[src/rtl/y86_pkg.sv]
// ----------------------------------------------------------------------------
// y86_pkg: shared types and constants for the Y86 instruction executor
// Opcodes, status codes, output kinds and controller/datapath signal bundles.
// ----------------------------------------------------------------------------
package y86_pkg;

  localparam int DataW = 32;
  localparam int PcW = 12;

  // opcodes
  localparam logic [7:0] OpNop    = 8'h00;
  localparam logic [7:0] OpHalt   = 8'h10;
  localparam logic [7:0] OpRrmov  = 8'h20;
  localparam logic [7:0] OpIrmov  = 8'h30;
  localparam logic [7:0] OpRmmov  = 8'h40;
  localparam logic [7:0] OpMrmov  = 8'h50;
  localparam logic [7:0] OpAdd    = 8'h60;
  localparam logic [7:0] OpSub    = 8'h61;
  localparam logic [7:0] OpAnd    = 8'h62;
  localparam logic [7:0] OpMul    = 8'h64;
  localparam logic [7:0] OpCmp    = 8'h65;
  localparam logic [7:0] OpJmp    = 8'h70;
  localparam logic [7:0] OpJe     = 8'h73;
  localparam logic [7:0] OpJne    = 8'h74;
  localparam logic [7:0] OpCall   = 8'h80;
  localparam logic [7:0] OpRet    = 8'h90;
  localparam logic [7:0] OpPush   = 8'ha0;
  localparam logic [7:0] OpPop    = 8'hb0;
  localparam logic [7:0] OpRead   = 8'hc1;
  localparam logic [7:0] OpWritel = 8'hd1;
  localparam logic [7:0] OpWriteb = 8'hd0;
  localparam logic [7:0] OpMovsb  = 8'he0;

  // status codes
  localparam logic [2:0] StRun    = 3'd0;
  localparam logic [2:0] StHalt   = 3'd1;
  localparam logic [2:0] StBadReg = 3'd2;
  localparam logic [2:0] StBadIns = 3'd3;
  localparam logic [2:0] StRange  = 3'd4;

  // output kinds
  localparam logic [1:0] KindNone = 2'd0;
  localparam logic [1:0] KindWord = 2'd1;
  localparam logic [1:0] KindByte = 2'd2;

  // configuration register indexes
  localparam logic [1:0] CfgStartPc = 2'd0;
  localparam logic [1:0] CfgReadMin = 2'd1;
  localparam logic [1:0] CfgReadMax = 2'd2;

  localparam logic [2:0] SpReg = 3'd4;

  // datapath operations
  typedef enum logic [3:0] {
    DpIdle,     // nothing
    DpLoad,     // write load byte
    DpTake,     // capture readl operands of an accepted step item
    DpStart,    // latch pc, reset fetch
    DpFetch,    // read instruction byte (cnt)
    DpDecode,   // check registers, compute address
    DpMemRd,    // read data byte (cnt)
    DpMemWr,    // write data byte (cnt)
    DpFinish    // commit registers, pc, flag, status
  } dp_op_t;

  typedef struct packed {
    dp_op_t     op;
    logic [2:0] cnt;
  } dp_cmd_t;

  typedef struct packed {
    logic need_rd;   // instruction reads memory data
    logic need_wr;   // instruction writes memory data
    logic rd_byte;   // read only one byte
    logic stop;      // decode found an error or halt, skip memory
    logic running;   // status is running
    logic busy;      // memory clearing pass after reset
  } dp_stat_t;

endpackage

[src/rtl/y86_ctrl.sv]
// ----------------------------------------------------------------------------
// y86_ctrl: sequencing controller
// Walks each step item through fetch, decode, memory and commit steps.
// ----------------------------------------------------------------------------
module y86_ctrl (
  input  logic              clk,
  input  logic              rst,
  input  logic              in_valid,
  output logic              in_ready,
  input  logic              in_cmd,
  input  y86_pkg::dp_stat_t stat,
  output y86_pkg::dp_cmd_t  cmd,
  output logic              res_valid,
  input  logic              res_ready
);
  import y86_pkg::*;

  typedef enum logic [2:0] {
    S_IDLE, S_START, S_FETCH, S_DECODE, S_MEM, S_FINISH, S_OUT
  } state_t;

  state_t     state;
  logic [2:0] cnt;
  logic       rd_done;   // last read byte has landed

  assign in_ready  = (state == S_IDLE) && !res_valid && !stat.busy;
  assign cmd.cnt   = cnt;
  assign rd_done   = (cnt == 3'd4) || (stat.rd_byte && cnt == 3'd1);

  // command for current step
  always_comb begin
    case (state)
      S_START:  cmd.op = DpStart;
      S_FETCH:  cmd.op = (cnt == 3'd6) ? DpIdle : DpFetch;
      S_DECODE: cmd.op = DpDecode;
      S_MEM:    cmd.op = stat.need_wr ? DpMemWr : (rd_done ? DpIdle : DpMemRd);
      S_FINISH: cmd.op = DpFinish;
      S_IDLE:   cmd.op = (in_valid && in_ready) ? (in_cmd ? DpTake : DpLoad) : DpIdle;
      default:  cmd.op = DpIdle;
    endcase
  end

  // advance state
  always_ff @(posedge clk) begin
    if (rst) begin
      state <= S_IDLE;
      cnt <= '0;
      res_valid <= 1'b0;
    end else begin
      if (res_valid && res_ready) res_valid <= 1'b0;
      case (state)
        S_IDLE: begin
          if (in_valid && in_ready) begin
            if (in_cmd) state <= S_START;
            else res_valid <= 1'b1;
          end
        end
        S_START: begin
          cnt <= '0;
          state <= stat.running ? S_FETCH : S_OUT;
        end
        S_FETCH: begin
          cnt <= cnt + 3'd1;
          if (cnt == 3'd6) state <= S_DECODE;
        end
        S_DECODE: begin
          cnt <= '0;
          if (stat.stop || !(stat.need_rd || stat.need_wr)) state <= S_FINISH;
          else state <= S_MEM;
        end
        S_MEM: begin
          cnt <= cnt + 3'd1;
          if (stat.need_wr ? (cnt == 3'd3) : rd_done) state <= S_FINISH;
        end
        S_FINISH: state <= S_OUT;
        S_OUT: begin
          res_valid <= 1'b1;
          state <= S_IDLE;
        end
        default: state <= S_IDLE;
      endcase
    end
  end

  // result only raised from idle or output step
  a_res_rise: assert property (@(posedge clk) disable iff (rst)
    $rose(res_valid) |-> ($past(state) == S_OUT || $past(state) == S_IDLE))
    else $error("result raised mid-step");
  a_fetch_len: assert property (@(posedge clk) disable iff (rst)
    (state == S_DECODE) |-> ($past(state) == S_FETCH))
    else $error("decode without fetch");
  a_no_accept_busy: assert property (@(posedge clk) disable iff (rst)
    (state != S_IDLE) |-> !in_ready)
    else $error("accept while busy");
endmodule

[config.mk]
export PLATFORM = sky130hd
export DESIGN_NAME = y86_ctrl
export DESIGN_NICKNAME = d
export VERILOG_FILES = /design/src/rtl/y86_pkg.sv /design/src/rtl/y86_ctrl.sv
export SDC_FILE = /design/constraint.sdc
export NUM_CORES = 1
export LEC_CHECK = 0
export BUFFER_PORTS_ARGS = -buffer_cell sky130_fd_sc_hd__buf_2
export CAP_MARGIN = 10
export CORE_UTILIZATION = 43
export CTS_CLUSTER_DIAMETER = 100
export DETAILED_ROUTE_END_ITERATION = 10
export PLACE_DENSITY_LB_ADDON = 0.25
export SLEW_MARGIN = 20
export SYNTH_ARGS = -nofsm -noshare
export SYNTH_HDL_FRONTEND = slang
export SYNTH_SLANG_ARGS = --single-unit
[constraint.sdc]
create_clock -name clk -period 1.4 [get_ports clk]
set_clock_uncertainty 0.2 [all_clocks]
set_input_delay 0.14 -clock clk [delete_from_list [all_inputs] [get_ports clk]]
set_output_delay 0.14 -clock clk [all_outputs]
set_load 0.1 [all_outputs]
==> impl_metrics.ini, run 1 <==
[run_status]
run_status = aborted with a tool error
failing_step = clock tree synthesis
toolErrorMsg = [ERROR DPL-0038] Utilization greater than 100%, impossible to legalize

[clocking]
cts_buffers = 3
max-clock-path-buffers = 2
htreeDepth = 1
cts_resized = 33
root_buffer = clkbuf_4
cts.sinks = 7
post-cts-setup-buffers = 6
cts_hold_buf = 2

[synthesis]
async_flop_share_pct = 0
synth_top_area_share_pct = 23.8
synth_area_leader_cell = dfxtp_1
synth_nets = 93
netlist_area_um2 = 588
avgSynthCellArea_um2 = 7.64
synthCells = 77
ys.flop_type = dfxtp_1
synth_common_cells = nor2_1 (8), dfxtp_1 (7), nand2_1 (7), o21ai_0 (7)
synth_area_leaders = dfxtp_1 (24%), ha_1 (11%), o21ai_0 (6.0%)
yosys_register_bits = 7
yosysSeqAreaShare_pct = 23.8
synth_cell_types = 30
synth.most_common_cell = nor2_1
synth_edf_count = 0
ys.warnings.count = 0

[placed_design]
place_congestion = 0.800
dp_hpwl_um = 1440
portBuffers = 19
detailedPlace.worstSlack_ps = -246

[die]
row_count = 12
io_pins = 20
die_y_um = 39.0
die_x_um = 39.0
start_util_pct = 49.6
==> metrics by stage <==
stage / util, % / setup TNS (ps) / cell area, µm² / cells / hold slack [ps]
global placement: 86.6 / -502 / 1030 / 125 / 199
detailed placement: 86.6 / -733 / 1030 / 125 / 211
floorplan: - / -2340 / 664 / 77 / -0.643
==> logic make-up after synthesis <==
family,share of synthesized area (%)
buffers and inverters,7.23
flip-flops,23.8
AND/OR/NAND/NOR,28.7
XOR/XNOR,1.49
AO/OA/AOI/OAI,28.1
adder cells (fa/ha/maj),10.6
==> run 2, diff against run 1 <==
--- a/config.mk
+++ b/config.mk
@@ -7,10 +7,10 @@
 export LEC_CHECK = 0
 export BUFFER_PORTS_ARGS = -buffer_cell sky130_fd_sc_hd__buf_2
 export CAP_MARGIN = 10
-export CORE_UTILIZATION = 43
-export CTS_CLUSTER_DIAMETER = 100
+export CORE_AREA = 2 2 63 65
 export DETAILED_ROUTE_END_ITERATION = 10
-export PLACE_DENSITY_LB_ADDON = 0.25
+export DIE_AREA = 0 0 65 67
+export PLACE_DENSITY_LB_ADDON = 0.15
 export SLEW_MARGIN = 20
 export SYNTH_ARGS = -nofsm -noshare
 export SYNTH_HDL_FRONTEND = slang
==> constraint.sdc (replaced) <==
create_clock -name clk -period 1.8 [get_ports clk]
set_clock_uncertainty 0.2 [all_clocks]
set_input_delay 0.18 -clock clk [delete_from_list [all_inputs] [get_ports clk]]
set_output_delay 0.18 -clock clk [all_outputs]
set_load 0.1 [all_outputs]
==> impl_metrics.ini, run 2 <==
[run_status]
run_status = finished with violations
violations = negative setup slack

[synthesis]
yosys_register_bits = 7
synth_area_leaders = dfxtp_1 (24%), ha_1 (11%), o21ai_0 (6.0%)
synth_area_leader_cell = dfxtp_1
ys.flop_type = dfxtp_1
synth_cell_types = 30
synth_common_cells = nor2_1 (8), dfxtp_1 (7), nand2_1 (7), o21ai_0 (7)
ys.warnings.count = 0
avgSynthCellArea_um2 = 7.64
synth_edf_count = 0
synthCells = 77
yosysSeqAreaShare_pct = 23.8
synth_top_area_share_pct = 23.8
synth_nets = 93
netlist_area_um2 = 588
async_flop_share_pct = 0
synth.most_common_cell = nor2_1

[worst_setup_path]
arrival_ps = 1490
critPathLaunch = cnt[1]
critPathBufInv = 2
required_ps = 1420
end_kind = primary output
worst-setup-path-type = register to primary output
crit_cells = 7
regToRegStartpoint = cnt[1]
slowest_delay_ps = 350
cp_top_family = compound AO/OA/AOI/OAI gates
slowest_stage = dfxtp_4
critPathLaunchType = register
rr_worst_depth = 8
timing.rr.end = state[0]
path_cells = inv_4, ha_4, nand3b_4, a21oi_4, o21a_1, a211oi_4, buf_12
critPathMaxFanout = 3
ff2ff_setup_slack_ps = 200

[power]
power_uw = 1540
p_per_area_mw_per_mm2 = 1510
p_leak_uw = 0.000402
peakVddDrop_v = 0.000343

[global_route]
grt_max_degree = 16
grt_pass1_vias = 619
grt-ovfl-total = 0
antenna_found_initial = 0
grt_pass1_wl_um = 2890
grt_usage_pct = 8.94

[timing]
final.setup.worst_slack_ps = -72.6
fin_crit_ps = 1870
finalHoldViolCount = 0
rsz0062_at_grt = yes
period_share_pct = 104
final_max_slew_viol_count = 0
max_freq_mhz = 534
relSlewSlack_pct = 67.9
tightest_slew_ps = 485
setup_violations = 2

[clocking]
cts.sinks = 7
max-clock-path-buffers = 2
clkSlewWorstSetupHoldPaths_ps = 40
cts_buffers = 3
clkLatencyLatePin_ps = 220
cts_tree = done
htreeDepth = 1
root_buffer = clkbuf_8
cts_hold_buf = 0

[final_layout]
register_area_um2 = 154
syn_to_final_growth_pct = 73.0
reg_top3 = cnt x3, state x3, res_valid x1
antenna_cells = 0
multiInputGateArea_um2 = 493
fillers = 388
layout_commonest_cell = buf_2
final_cell_mix = buf_2 (14), buf_4 (8), nor2_1 (7)
drive_above_1_share_pct = 50.5
final_nets = 122

[drt]
via_count = 648
firstDrtPassIters = 4
wl_per_cell_um = 11.3
drt_iter0_markers = 12
routed_wl_um = 1730
ant_nets = 0
drc = 0
viasPerCell = 4.24

[die]
die_x_um = 65
start_util_pct = 16.3
row_count = 22
die_area_mm2 = 0.00436
io_pins = 20
core_mm2 = 0.00361
die_y_um = 67

[placed_design]
detailedPlace.worstSlack_ps = 87.2
portBuffers = 19
dp_hpwl_um = 1320
place_congestion = 0.740

[min_path]
whs_endpoint = cnt[0]
min_path_cells = 2
min_from = rst
hold_class = input port to register

[job]
cap_violations = 0
## run 2: routing by layer
| layer | wire (µm) | GRT usage [%] |
|---|---|---|
| met1 | 770 | 11.1 |
| met2 | 862 | 13.9 |
| met5 | 0 | 0 |
| met4 | 27 | 6.38 |
| met3 | 67 | 1.52 |
## run 2: layout make-up
type	count	area share, %
sequential	7	15.1
tap	48	5.90
timing repair buffer	28	23.7
multi-input combinational	61	48.5
inverter	5	2.34
clock buffer	4	4.43
## run 2: worst max path at each step
stage | endpoint
finish | cmd[4]
global placement | cmd[4]
global route | cmd[4]
detailed placement | cmd[4]
floorplan | cmd[4]
CTS | cmd[4]
## run 2: kinds of logic (layout without fill, tap and decap cells)
| family | count (synthesis) | count (layout) | share of synthesized area (%) |
|---|---|---|---|
| AO/OA/AOI/OAI | 25 | 25 | 28.1 |
| XOR/XNOR | 1 | 1 | 1.49 |
| AND/OR/NAND/NOR | 30 | 30 | 28.7 |
| flip-flops | 7 | 7 | 23.8 |
| adder cells (fa/ha/maj) | 5 | 5 | 10.6 |
| buffers and inverters | 9 | 37 | 7.23 |
## run 2: report_power, final
group          internal, µW  switching [µW]
logic                   390             661
registers               197            68.1
clock network           153            66.3
## run 2: repair_timing
item	4_1_cts	5_1_grt
hold endpoints to repair	0	0
resized for setup	8	6
cloned	0	0
setup buffers	4	1
pin swaps	4	2
endpoints found under the setup margin	1	2
## run 2: metrics by stage
step                      std cells  hold slack, ps  setup TNS, ps  cell area [µm²]  utilization (%)
after global routing            153            30.5           -250             1020             28.2
final                           153            19.4           -114             1020             28.2
after detailed placement        144             263              0              873             24.2
after CTS                       152            25.2           -156              988             27.4
after floorplan                  77            39.4           -848              637                -
after global placement          144             263              0              873             24.2
(Power assumes the default switching activity.)
==> run 3, diff against run 2 <==
--- a/config.mk
+++ b/config.mk
@@ -11,6 +11,7 @@
 export DETAILED_ROUTE_END_ITERATION = 10
 export DIE_AREA = 0 0 65 67
 export PLACE_DENSITY_LB_ADDON = 0.15
+export SETUP_SLACK_MARGIN = 0.1
 export SLEW_MARGIN = 20
 export SYNTH_ARGS = -nofsm -noshare
 export SYNTH_HDL_FRONTEND = slang
==> impl_metrics.ini, run 3 (same netlist as run 2, synthesis figures left out) <==
[run_status]
violations = negative setup slack
run_status = finished with violations

[die]
io_pins = 20
die_y_um = 67
core_mm2 = 0.00361
die_area_mm2 = 0.00436
start_util_pct = 16.3
die_x_um = 65
row_count = 22

[global_route]
antenna_found_initial = 0
grt_usage_pct = 8.58
grt_max_degree = 13
grt_pass1_wl_um = 2820
grt_pass1_vias = 638
grt-ovfl-total = 0

[power]
switching_share_pct = 51.6
peakVddDrop_v = 0.000302
pwr-share-seq_pct = 17.4
comb_power_share_pct = 68.3
p_per_area_mw_per_mm2 = 1510
clkPwrFrac_pct = 14.3
switching_power_uw = 795
p_leak_uw = 0.000404
p_int_uw = 745

[final_layout]
syn_to_final_growth_pct = 73.8
final_cell_area_mm2 = 0.00102
multiInputGateArea_um2 = 497
layout_commonest_cell = buf_2
utilization_pct = 28.3
fin_cells = 153
antenna_cells = 0
fillers = 391
final_nets = 122
final_cell_mix = buf_2 (14), buf_4 (8), nor2_1 (6), nand2_1 (6)
drive_above_1_share_pct = 51.4
register_area_um2 = 158
reg_top3 = cnt x3, state x3, res_valid x1

[drt]
drt_iter0_markers = 12
routed_wl_um = 1720
viasPerCell = 4.20
drc = 0
firstDrtPassIters = 4
ant_nets = 0
wl_per_cell_um = 11.2
via_count = 642

[worst_setup_path]
critPathLaunchType = register
rr_worst_depth = 8
worst-setup-path-type = register to primary output
critPathMaxFanout = 4
critPathLaunch = cnt[0]
endpoint = cmd[4]
regToRegStartpoint = cnt[1]
ff2ff_setup_slack_ps = 200
required_ps = 1420
end_kind = primary output
timing.rr.end = state[0]
arrival_ps = 1530

[timing]
setup_violations = 2
max_freq_mhz = 524
fin_crit_ps = 1910
finalHoldViolCount = 0
final.setup.worst_slack_ps = -109
fin_setup_tns_ps = -175
rsz0062_at_grt = yes
relSlewSlack_pct = 67.6
final_max_slew_viol_count = 0
period_share_pct = 106
tightest_slew_ps = 490

[placed_design]
place_congestion = 0.677
portBuffers = 19
detailedPlace.worstSlack_ps = 91.7
place_inst = 144
place_area_um2 = 876
dp_hpwl_um = 1310

[clocking]
cts.sinks = 7
htreeDepth = 1
root_buffer = clkbuf_8
max-clock-path-buffers = 2
clkSlewWorstSetupHoldPaths_ps = 40
cts_tree = done
clkLatencyLatePin_ps = 220
cts_buffers = 3

[min_path]
hold_class = input port to register

[job]
cap_violations = 0
## run 3: cell count changes in the layout (fill, tap and decap cells not counted)
cell / before / now
a31oi_1: 2 / 1
a31oi_2: 0 / 1
dfxtp_1: 2 / 1
dfxtp_4: 3 / 4
ha_1: 2 / 3
ha_2: 1 / 0
inv_2: 0 / 1
inv_4: 2 / 1
nor2_1: 7 / 6
nor2_2: 0 / 1
nor2b_1: 1 / 2
nor2b_2: 1 / 0
## run 3: power groups by stage
stage                     clock (µW)  sequential [µW]  combinational, µW
after CTS                        231              253               1000
after global placement             0              262                955
final                            220              268               1050
after floorplan                    0              358                588
after global routing             236              279               1110
after detailed placement           0              263                954
## run 3: area by class of cell
| cell class | count | area share [%] |
|---|---|---|
| clock buffers | 4 | 4.41 |
| well taps | 48 | 5.88 |
| repair buffers | 28 | 23.6 |
| multi-input cells | 61 | 48.6 |
| inverters | 5 | 2.08 |
| flip-flops and latches | 7 | 15.4 |
## run 3: metal layers
metal,part of all wire (%),vias up,GRT usage [%],routed length [µm]
li1,-,331,-,-
met1,43,296,9.88,738
met2,49,13,13.8,842
met3,6.2,2,2.03,106
met4,1.6,0,6.38,27
met5,0,-,0,0
## run 3: worst min-delay path by stage
stage	cells after the start	slack, ps	endpoint	start
after floorplan	1	40	cnt[0]	rst
after global placement	2	260	cnt[0]	rst
after detailed placement	2	260	cnt[0]	rst
after CTS	2	20	cnt[0]	rst
after global routing	2	20	cnt[2]	rst
final	2	10	cnt[0]	rst
## run 3: critical path: stages, from the launching register on
cell and delay (ps):
dfxtp_4 380, inv_4 50, ha_4 150, nand2_4 70, a21oi_4 50, o21a_1 190, a211oi_4 200, buf_12 210
## run 3: through the flow
step	hold WS [ps]	total power (µW)
floorplan	39.4	946
global placement	260	1220
detailed placement	262	1220
CTS	18.5	1490
global route	21.8	1630
finish	14.4	1540
## run 3: repair_timing
action | in CTS | in global routing
buffers inserted | 3 | 2
pin swaps | 1 | 2
hold endpoints to repair | 0 | 0
gates resized for setup | 5 | 9
gates cloned | 0 | 0
hold buffers | 0 | 0
setup endpoints to repair | 3 | 4
